<file path="config.mk">
export PLATFORM = sky130hd
export DESIGN_NAME = bounded_stack_with_search
export DESIGN_NICKNAME = d
export VERILOG_FILES = /design/src/rtl/bstack_pkg.sv /design/src/rtl/bstack_ram.sv /design/src/rtl/bounded_stack_with_search.sv
export SDC_FILE = /design/constraint.sdc
export NUM_CORES = 2
export LEC_CHECK = 0
export BUFFER_PORTS_ARGS = -buffer_cell sky130_fd_sc_hd__buf_2
export CORE_MARGIN = 10
export CORE_UTILIZATION = 30
export CTS_BUF_LIST = sky130_fd_sc_hd__clkbuf_8
export DETAILED_ROUTE_END_ITERATION = 6
export PLACE_DENSITY_LB_ADDON = 0.15
export RECOVER_POWER = 100
export SLEW_MARGIN = 20
export SYNTH_ARGS = -nofsm -noshare
export SYNTH_HDL_FRONTEND = slang
export SYNTH_HIERARCHICAL = 1
export SYNTH_SLANG_ARGS = --single-unit
</file>
<file path="constraint.sdc">
create_clock -name clk -period 7.15 [get_ports clk]
set_input_delay 0.3575 -clock clk [delete_from_list [all_inputs] [get_ports clk]]
set_output_delay 0.3575 -clock clk [all_outputs]
set_load 0.01 [all_outputs]
</file>
<file path="src/rtl/bstack_pkg.sv">
// Shared widths, operation codes and status codes for the bounded stack.
package bstack_pkg;

  localparam int DEPTH_DEFAULT = 64;

  localparam int KIND_W   = 3;
  localparam int VALUE_W  = 32;
  localparam int STATUS_W = 2;
  localparam int INDEX_W  = 6;
  localparam int COUNT_W  = 7;
  localparam int CAP_W    = 7;

  // read_data, found_index, count, is_full, is_empty, padded to whole bytes
  localparam int OUT_DATA_W = 48;

  localparam logic [CAP_W-1:0] CAP_RESET = 7'd64;

  localparam logic [KIND_W-1:0] KIND_PUSH   = 3'd0;
  localparam logic [KIND_W-1:0] KIND_POP    = 3'd1;
  localparam logic [KIND_W-1:0] KIND_PEEK   = 3'd2;
  localparam logic [KIND_W-1:0] KIND_CLEAR  = 3'd3;
  localparam logic [KIND_W-1:0] KIND_SEARCH = 3'd4;

  localparam logic [STATUS_W-1:0] ST_OK       = 2'd0;
  localparam logic [STATUS_W-1:0] ST_FULL     = 2'd1;
  localparam logic [STATUS_W-1:0] ST_EMPTY    = 2'd2;
  localparam logic [STATUS_W-1:0] ST_NOTFOUND = 2'd3;

endpackage

</file>
<file path="src/rtl/bstack_ram.sv">
// Generic single-write, single-read RAM with registered read data.
module bstack_ram #(
  parameter int WIDTH = 32,
  parameter int DEPTH = 64
) (
  input  logic                     clk,
  input  logic                     we,
  input  logic [$clog2(DEPTH)-1:0] waddr,
  input  logic [WIDTH-1:0]         wdata,
  input  logic                     re,
  input  logic [$clog2(DEPTH)-1:0] raddr,
  output logic [WIDTH-1:0]         rdata
);

  logic [WIDTH-1:0] mem [DEPTH];

  always_ff @(posedge clk) begin
    if (we) begin
      mem[waddr] <= wdata;
    end
    if (re) begin
      rdata <= mem[raddr];
    end
  end

endmodule

</file>
<file path="src/rtl/bounded_stack_with_search.sv">
// Top level: bounded LIFO stack of 32-bit words with top-down search.
//
// One operation per input item (push, pop, peek, clear, search); every item
// gives exactly one result carrying status, data and the fill level with full
// and empty flags. Entries live in a single-port-read RAM and a small
// sequencer drives it: push and clear pass through EXEC and DONE, a pop or
// peek that finds data also through RDWAIT (one RAM read with registered
// data), and search through SEARCH, comparing one entry per cycle through
// the one read port and the one comparator, stopping at the topmost match. The
// input is not ready while an item is in work; a finished result sits in the
// output register so the next item can be taken before it is drained. The
// capacity register may be written at any time the block is idle (cfg_ready
// is always high); values above DEPTH act as DEPTH. Entries are not cleared
// at reset; only entries below the fill level are ever read.
module bounded_stack_with_search #(
  parameter int DEPTH = bstack_pkg::DEPTH_DEFAULT
) (
  input  logic                                 clk,
  input  logic                                 rst,
  // tdata: value[31:0]
  input  logic [bstack_pkg::VALUE_W-1:0]       s_axis_tdata,
  // tuser: kind[2:0]
  input  logic [bstack_pkg::KIND_W-1:0]        s_axis_tuser,
  input  logic                                 s_axis_tvalid,
  output logic                                 s_axis_tready,
  // tdata: read_data[31:0], found_index[37:32], count[44:38],
  //        is_full[45], is_empty[46], zero[47]
  output logic [bstack_pkg::OUT_DATA_W-1:0]    m_axis_tdata,
  // tuser: status[1:0]
  output logic [bstack_pkg::STATUS_W-1:0]      m_axis_tuser,
  output logic                                 m_axis_tvalid,
  input  logic                                 m_axis_tready,
  input  logic                                 cfg_valid,
  output logic                                 cfg_ready,
  input  logic [bstack_pkg::CAP_W-1:0]         cfg_data
);
  import bstack_pkg::*;

  localparam int AW = $clog2(DEPTH);
  localparam int FW = $clog2(DEPTH + 1);
  localparam int LW = (FW > CAP_W) ? FW : CAP_W;

  typedef enum logic [2:0] {IDLE, EXEC, RDWAIT, SEARCH, DONE} state_t;

  state_t               state;
  logic [CAP_W-1:0]     capacity;
  logic [FW-1:0]        fill;
  logic [KIND_W-1:0]    item_kind;
  logic [VALUE_W-1:0]   item_value;
  logic [STATUS_W-1:0]  res_status;
  logic [VALUE_W-1:0]   res_data;
  logic [AW-1:0]        res_index;
  logic [AW-1:0]        ptr;
  logic [FW-1:0]        scan;
  logic                 rd_pend;
  logic [AW-1:0]        rd_idx;

  logic [STATUS_W-1:0]  out_status;
  logic [VALUE_W-1:0]   out_data;
  logic [INDEX_W-1:0]   out_index;
  logic [COUNT_W-1:0]   out_count;
  logic                 out_full;
  logic                 out_empty;
  logic                 out_valid;

  logic [LW-1:0]        cap_ext;
  logic [LW-1:0]        lim;
  logic                 full_now;
  logic                 empty_now;
  logic                 out_free;
  logic                 key_hit;

  logic                 ram_we;
  logic                 ram_re;
  logic [AW-1:0]        ram_raddr;
  logic [VALUE_W-1:0]   ram_rdata;

  assign cap_ext   = LW'(capacity);
  assign lim       = (cap_ext > LW'(DEPTH)) ? LW'(DEPTH) : cap_ext;
  assign full_now  = LW'(fill) >= lim;
  assign empty_now = (fill == '0);
  assign out_free  = !out_valid || m_axis_tready;
  assign key_hit   = rd_pend && (ram_rdata == item_value);

  assign s_axis_tready = (state == IDLE);
  assign cfg_ready     = 1'b1;

  assign m_axis_tvalid = out_valid;
  assign m_axis_tuser  = out_status;
  assign m_axis_tdata  = {1'b0, out_empty, out_full, out_count, out_index, out_data};

  // RAM port control
  always_comb begin
    ram_we    = (state == EXEC) && (item_kind == KIND_PUSH) && !full_now;
    ram_re    = 1'b0;
    ram_raddr = ptr;
    if (state == EXEC && (item_kind == KIND_POP || item_kind == KIND_PEEK)) begin
      ram_re    = 1'b1;
      ram_raddr = AW'(fill - FW'(1));
    end else if (state == SEARCH && !key_hit && scan != '0) begin
      ram_re    = 1'b1;
      ram_raddr = ptr;
    end
  end

  bstack_ram #(
    .WIDTH (VALUE_W),
    .DEPTH (DEPTH)
  ) u_ram (
    .clk   (clk),
    .we    (ram_we),
    .waddr (AW'(fill)),
    .wdata (item_value),
    .re    (ram_re),
    .raddr (ram_raddr),
    .rdata (ram_rdata)
  );

  always_ff @(posedge clk) begin
    if (rst) begin
      state     <= IDLE;
      capacity  <= CAP_RESET;
      fill      <= '0;
      out_valid <= 1'b0;
      rd_pend   <= 1'b0;
    end else begin
      if (cfg_valid && cfg_ready) begin
        capacity <= cfg_data;
      end
      // DONE reloads the output register itself
      if (out_valid && m_axis_tready && state != DONE) begin
        out_valid <= 1'b0;
      end

      case (state)
        IDLE: begin
          if (s_axis_tvalid) begin
            item_kind  <= s_axis_tuser;
            item_value <= s_axis_tdata;
            state      <= EXEC;
          end
        end

        EXEC: begin
          res_data  <= '0;
          res_index <= '0;
          case (item_kind)
            KIND_PUSH: begin
              state <= DONE;
              if (full_now) begin
                res_status <= ST_FULL;
              end else begin
                res_status <= ST_OK;
                fill       <= fill + FW'(1);
              end
            end
            KIND_POP, KIND_PEEK: begin
              if (empty_now) begin
                res_status <= ST_EMPTY;
                state      <= DONE;
              end else begin
                res_status <= ST_OK;
                state      <= RDWAIT;
              end
            end
            KIND_CLEAR: begin
              res_status <= ST_OK;
              fill       <= '0;
              state      <= DONE;
            end
            KIND_SEARCH: begin
              res_status <= ST_OK;
              ptr        <= AW'(fill - FW'(1));
              scan       <= fill;
              rd_pend    <= 1'b0;
              state      <= SEARCH;
            end
            default: begin
              res_status <= ST_OK;
              state      <= DONE;
            end
          endcase
        end

        RDWAIT: begin
          res_data <= ram_rdata;
          if (item_kind == KIND_POP) begin
            fill <= fill - FW'(1);
          end
          state <= DONE;
        end

        SEARCH: begin
          // one compare per cycle against the word read the cycle before
          if (key_hit) begin
            res_index <= rd_idx;
            rd_pend   <= 1'b0;
            state     <= DONE;
          end else if (scan == '0) begin
            res_status <= ST_NOTFOUND;
            rd_pend    <= 1'b0;
            state      <= DONE;
          end else begin
            rd_pend <= 1'b1;
            rd_idx  <= ptr;
            ptr     <= ptr - AW'(1);
            scan    <= scan - FW'(1);
          end
        end

        DONE: begin
          if (out_free) begin
            out_valid  <= 1'b1;
            out_status <= res_status;
            out_data   <= res_data;
            out_index  <= INDEX_W'(res_index);
            out_count  <= COUNT_W'(fill);
            out_full   <= full_now;
            out_empty  <= empty_now;
            state      <= IDLE;
          end
        end

        default: begin
          state <= IDLE;
        end
      endcase
    end
  end

  a_fill_bound: assert property (@(posedge clk) disable iff (rst)
    fill <= FW'(DEPTH))
    else $error("fill level above depth");

  a_one_item: assert property (@(posedge clk) disable iff (rst)
    s_axis_tvalid && s_axis_tready |=> !s_axis_tready)
    else $error("input taken again while an item is in work");

  a_full_flag: assert property (@(posedge clk) disable iff (rst)
    m_axis_tvalid && m_axis_tuser == ST_FULL |-> out_full)
    else $error("push rejected as full without full flag");

  a_empty_flag: assert property (@(posedge clk) disable iff (rst)
    m_axis_tvalid && m_axis_tuser == ST_EMPTY |-> out_empty && out_data == '0)
    else $error("empty reject with data or without empty flag");

  a_count_load: assert property (@(posedge clk) disable iff (rst)
    state == DONE && out_free |=> out_valid && out_count == COUNT_W'(fill))
    else $error("result count differs from fill level");

endmodule

</file>
==> After elaboration in Yosys (flattened, before gate mapping) <==
Memory sizes are Yosys's and may differ from the RTL's. A register that Yosys moved wholly into a read port is not among the register bits.
Index checks and enable logic that the tools add are counted.
{ "totals": {"rom_bits": 0, "n_memories": 1, "register_bits": 162, "ramBits": 2048, "wordCells": 122, "latch_bits": 0} }
{ "op_classes": {"n_eq_ne": 21, "n_lt_le_gt_ge": 2, "n_mux": 41, "n_reduce_logical": 31, "n_mul": 0, "shift": 0, "n_div": 0, "addsub": 4, "bitwise_logic": 3} }
{ "mem_list": {"columns": ["memory", "depth", "word_bits", "rd", "rd_ports_with_merged_regs", "write_ports", "line_no", "source"], "rows": [
  ["u_ram.mem", 64, 32, 1, 1, 1, "bstack_ram.sv:15", "logic [WIDTH-1:0] mem [DEPTH];"]
]} }
{ "op_table": {"columns": ["op", "count"], "rows": [
  ["32-bit one-hot mux with 2 select lines", 1],
  ["7-bit two-way mux", 6],
  ["7-bit one-hot mux with 2 select lines", 3],
  ["32-bit equality test", 1],
  ["6-bit two-way mux", 5],
  ["6-bit one-hot mux with 2 select lines", 2],
  ["3-bit two-way mux", 5],
  ["3-bit one-hot mux with 5 select lines", 1],
  ["7-bit logical NOT", 2],
  ["7-bit by 1-bit subtractor with 7-bit output (second input constant)", 2],
  ["3-bit by 2-bit equality test with 1-bit output (second input constant)", 4],
  ["2-bit inequality test (second input constant)", 6],
  ["3-bit AND reduction", 4],
  ["4-bit AND reduction", 3],
  ["1-bit two-way mux", 11],
  ["1-bit logical AND", 8],
  ["2-bit one-hot mux with 2 select lines", 2],
  ["7-bit by 1-bit adder with 7-bit output (second input constant)", 1],
  ["7-bit greater-or-equal comparator", 1],
  ["7-bit greater-than comparator (second input constant)", 1],
  ["7-bit nonzero test", 1],
  ["3-bit by 1-bit equality test with 1-bit output (second input constant)", 2],
  ["3-bit equality test (second input constant)", 2],
  ["3-bit logical NOT", 2],
  ["15 further kinds", 26]
]} }

==> Depth between registers and ports, before layout <==
{ "logic_depth": {"depth_word": 7, "ltp_mapped": 17, "mapped_depth_nobuf": 12} }

==> Modules after synthesis <==
Netlist, hierarchy kept.
{ "by_module_without_submodules": {"columns": ["module", "cells_each", "area_each_um2", "n_inst"], "rows": [
  ["bstack_ram", 3324, 78835.6, 1],
  ["bounded_stack_with_search", 499, 6767.7, 1]
]} }

==> Worst setup path before layout <==
Ideal clock, no wire load.
{ "synth_path": {"kind": "reg2reg", "from": "register state[0]", "to": "register out_status[0] (netlist: m_axis_tuser[0]), enable pin", "arrival_ns": 5.254, "n_path_buf": 1, "synth_period_minus_slack_ns": 5.831, "setup_time_ns": 0.577, "slack_ns": 1.319, "stages_incl_launch_ff": 3, "cell_sequence": "dfxtp_1 clkbuf_1 nor4_1"} }
{ "synth_via": {"elab_chain_cells": 2} }
{ "synth_lines": {"columns": ["item", "line_no", "source"], "rows": [
  ["from (decl)", "bounded_stack_with_search.sv:45", "state_t state;"],
  ["from (signal assigned)", "bounded_stack_with_search.sv:121", "state <= IDLE;"],
  ["from (signal assigned)", "bounded_stack_with_search.sv:140", "state <= EXEC;"],
  ["from (signal assigned)", "bounded_stack_with_search.sv:149", "state <= DONE;"],
  ["3-bit equality test", "bounded_stack_with_search.sv:135", "case (state)"],
  ["3-bit AND reduction (no source line)", null, null],
  ["to (signal assigned)", "bounded_stack_with_search.sv:214", "out_status <= res_status;"],
  ["to (decl)", "bounded_stack_with_search.sv:58", "logic [STATUS_W-1:0] out_status;"]
]} }
Every way passes these cells.
A chain may end at the register's enable or synchronous reset.

==> Worst setup path in the final report <==
{ "layout_path": {"from": "register capacity[0] (netlist: cap_ext[0])", "to": "memory u_ram.mem[33][17], enable pin"} }
{ "layout_via": {"elab_chain_cells": 7} }
{ "layout_lines": {"columns": ["item", "line_no", "source"], "rows": [
  ["from (decl)", "bounded_stack_with_search.sv:46", "logic [CAP_W-1:0] capacity;"],
  ["from (signal assigned)", "bounded_stack_with_search.sv:128", "capacity <= cfg_data;"],
  ["7-bit greater-than comparator", "bounded_stack_with_search.sv:79", "assign lim = (cap_ext > LW'(DEPTH)) ? LW'(DEPTH) : cap_ext;"],
  ["7-bit two-way mux *", "bounded_stack_with_search.sv:79", null],
  ["7-bit greater-or-equal comparator *", "bounded_stack_with_search.sv:80", "assign full_now = LW'(fill) >= lim;"],
  ["net full_now", "bounded_stack_with_search.sv:68", "logic full_now;"],
  ["1-bit logical NOT *", "bounded_stack_with_search.sv:94", "ram_we = (state == EXEC) && (item_kind == KIND_PUSH) && !full_now;"],
  ["1-bit logical AND *", "bounded_stack_with_search.sv:94", null],
  ["net ram_we", "bounded_stack_with_search.sv:73", "logic ram_we;"],
  ["1-bit two-way mux *", "bstack_ram.sv:18", "if (we) begin"],
  ["1-bit two-way mux (not written as such) *", "bstack_ram.sv:19", "mem[waddr] <= wdata;"],
  ["to (decl)", "bstack_ram.sv:15", null]
]} }
Mark *: on every way through the listed nets, which the timed path passes. The rest lies on a longest branch.

==> results_tabular.tex <==
\begin{tabular}{lr}
\hline
Metric & Value \\
\hline
\multicolumn{2}{l}{\textbf{Logic synthesis}} \\
Async set-or-reset flop fraction in the synthesized netlist & 0 \\
Ranking of synthesized cells by instance count & 2223 x edfxtp\_1, 544 x mux4\_2, 166 x nor2\_1 \\
Top flip-flop cell by instance count after synthesis & edfxtp\_1 \\
Cell type contributing the most total cell area after synthesis & edfxtp\_1 \\
Net count after synthesis & 3883 \\
Synthesis-stage register bit count & 2242 \\
Post-Synthesis Cells & 3823 \\
Area share of the leading cell type in the synthesized netlist & 0.780 \\
Most used standard cell by instance count after synthesis & edfxtp\_1 \\
Average size of a mapped cell & 22.4 sq um \\
Number of enable-type register cells in the synthesized netlist & 2223 \\
Warning count from the yosys run & 6 \\
Post-synth cell types & 56 \\
Post-synthesis sequential area ratio & 0.784 \\
Area of the mapped netlist & 85600 sq um \\
Cell types occupying the most area after synthesis & edfxtp\_1 78\%, mux4\_2 14\%, mux2i\_1 1.2\% \\
\multicolumn{2}{l}{\textbf{Drt}} \\
Number of optimization iterations in the first detailed-route pass & 5 \\
Routed wirelength normalized by instance count & 30.6 um \\
Initial DRC Count & 3982 \\
Detailed-route wire length & 259000 um \\
Via/cell ratio & 4.96 \\
Remaining antenna violation count after routing & 0 \\
DRC viols & 0 \\
Total number of vias & 42030 \\
\multicolumn{2}{l}{\textbf{Finish}} \\
Area grow syn2layout & 16.2\% \\
Fraction of final layout cells sized beyond drive strength 1 & 0.264 \\
Design area & 99500 sq um \\
Final \#Nets & 4451 \\
\multicolumn{2}{l}{\textbf{Hold path}} \\
Path category of the worst min-delay check & input port to flop \\
Hold path start & s\_axis\_tdata[16] \\
\multicolumn{2}{l}{\textbf{STA}} \\
Final-report hold violation count & 0 \\
Highest clock rate & 165 MHz \\
Worst Hold Margin & 99.3 ps \\
Total Neg Setup Slack & 0 ps \\
Minimum clock period after layout & 6060 ps \\
Setup Skew & 60.2 ps \\
Normalized max-slew margin & -1.68 \\
Transition time of the tightest slew-check pin & 4020 ps \\
Crit share post-route & 0.848 \\
Final Setup Violations & 0 \\
Max-slew violation count & 2275 \\
Setup repair after global routing missed its margin & no \\
\multicolumn{2}{l}{\textbf{Clocking}} \\
PostCTS Resize Cnt & 0 \\
Clock sink total & 2242 \\
Clock-pin transition on the worst setup and hold timing paths & 70 ps \\
Clock Tree Root & clkbuf\_8 \\
Clock insertion delay at the later pin of the skew report & 1000 ps \\
Clock tree buffer depth & 4 \\
TritonCTS buffer count & 391 \\
H-tree depth reported by CTS & 5 \\
CTS tree & built \\
\multicolumn{2}{l}{\textbf{Setup path}} \\
Launching element of the worst setup path & cap\_ext[0]\$\_SDFFE\_PP0P\_ \\
Startpoint class of the critical path & flop \\
CP Data Required Time & 7710 ps \\
Critical path arrival & 6620 ps \\
Critical path class & flop to flop \\
Worst setup EP type & flop \\
Maximum fanout along the worst path & 18 \\
Critical-path top delay cell & clkbuf\_1 \\
Chain of cells forming the critical path & nor2b\_1, ha\_1, nand2b\_1, a2111oi\_0, o21bai\_1, a21o\_1, a21o\_1, nor3\_1, clkbuf\_1, nand3\_1, clkbuf\_1, nor2\_4, clkbuf\_1 \\
Most prevalent standard cell on the critical path & clkbuf\_1 \\
Worst reg2reg startpoint & cap\_ext[0]\$\_SDFFE\_PP0P\_ \\
Crit-path max cell delay & 1100 ps \\
\multicolumn{2}{l}{\textbf{Placement}} \\
DP Area & 92200 sq um \\
HPWL after detailed placement & 155000 um \\
Number of port buffers & 97 \\
Routability congestion estimate from global placement & 0.781 \\
\multicolumn{2}{l}{\textbf{Global routing}} \\
GRT met3 Usage & 0.0306 \\
GRT overflow & 0 \\
Antenna violations before repair & 28 \\
Aggregate global-route resource usage & 0.164 \\
Number of global-route vias before repair & 43791 \\
Global-route wire length before repair & 359000 um \\
Maximum number of pins on one net before global-route repair & 84 \\
Met1 routing resource usage after global routing & 0.224 \\
Met2 track demand over resource & 0.270 \\
Most heavily used metal layer in global routing & met2 \\
\multicolumn{2}{l}{\textbf{Floorplan}} \\
Die W & 554 um \\
DIE HEIGHT & 554 um \\
Starting density of the core & 0.301 \\
Standard cell core area & 284000 sq um \\
DIE AREA & 307000 sq um \\
I/O pin count & 100 \\
Number of placement rows & 196 \\
\multicolumn{2}{l}{\textbf{Outcome}} \\
Outcome & finished, violations left \\
Violations in the final reports & capacitance limit, slew limit \\
\multicolumn{2}{l}{\textbf{Power and ir drop}} \\
PD cells & 271 nW/um\^{}2 \\
Worst IR drop on VDD & 0.131 mV \\
LEAKAGE & 0.0311 uW \\
\multicolumn{2}{l}{\textbf{Job}} \\
Max-Cap Viols & 56 \\
\hline
\end{tabular}
layout by cell type (no fill, tap or decap), types with 21 or more instances in the layout:
cell and instances:
nand2_1 62, dlygate4sd3_1 80, inv_1 144, buf_4 60, and2_0 25, clkbuf_1 149
buf_2 42, a21oi_1 81, mux4_2 544, clkbuf_8 395, clkinv_2 41, nor2_4 43
clkbuf_2 30, mux2i_1 102, o221ai_1 27, xnor2_1 30, nor2_1 121, o22ai_1 87
clkinv_1 96, edfxtp_1 2223, buf_12 21
worst max-delay path, delay by kind of cell, from the launching register on:
family                   cells  cell delay [ps]
AO/OA/AOI/OAI                4             1270
flip-flops                   1              340
buffers and inverters        3             2230
AND/OR/NAND/NOR              5             1440
adder cells (fa/ha/maj)      1              250
metrics by stage:
step           worst slack, ps  utilization  std cells  power (uW)
5_1_grt                    822        0.350       8468       28000
6_report                  1090        0.350       8470       27000
3_5_place_dp              1830        0.324       7678       16300
4_1_cts                   1760        0.352       8461       27400
2_1_floorplan             1320            -       3823       15600
3_3_place_gp              1810        0.324       7677       16300
path summary, 6_finish.rpt:
check,endpoint,slack [ps],cells past startpoint
setup reg to reg,u_ram/mem[33][17]$_DFFE_PP_,1090,13
setup / recovery,u_ram/mem[33][17]$_DFFE_PP_,1090,13
hold / removal,item_value[16]$_DFFE_PP_,100,2
hold reg to reg,out_data[6]$_DFFE_PP_,420,0
cell type report:
cell class / instances / area, sq um
clock inverter: 308 / 1660
antenna: 7 / 17.5
fill: 26661 / 185000
sequential: 2242 / 67100
tap: 3762 / 4710
timing repair buffer: 383 / 2620
clock buffer: 395 / 5440
inverter: 10 / 37.5
multi-input combinational: 1363 / 17900
layer usage:
layer  part of all wire  vias to the layer above  wire length, um
li1                   -                    17345                -
met1               0.43                    22900           112000
met2               0.48                     1409           124000
met3              0.061                      376            15700
met4              0.028                        0             7200
met5                  0                        -                0
report_power, final:
group          internal (uW)  switching (uW)
sequential             14600            54.0
combinational            506             961
clock                   5580            5310
total                  20600            6320
logic make-up after synthesis:
group	synth area share
compound gates	0.0202
xor+xnor	0.00471
fa+ha+maj	0.00190
buf+inv	0.0123
flops	0.784
mux	0.155
other cells	0.0000877
simple gates	0.0216
timing repair:
item | 4_1_cts | 5_1_grt
endpoints found under the hold margin | 57 | 0
buffers inserted | 0 | 0
hold buffers | 80 | 0
registers in the layout, indices dropped and copies added (netlist names), 6 cells and up:
| name | flops |
|---|---|
| ptr | 6 |
| u_ram/rdata | 32 |
| out_data | 32 |
| scan | 7 |
| res_data | 32 |
| cap_ext | 7 |
| u_ram/mem | 2048 |
| res_index | 6 |
| item_value | 32 |
| out_index | 6 |
| rd_idx | 6 |
| out_count | 7 |
| fill | 7 |
No activity file was read; power rests on OpenSTA's default activity.
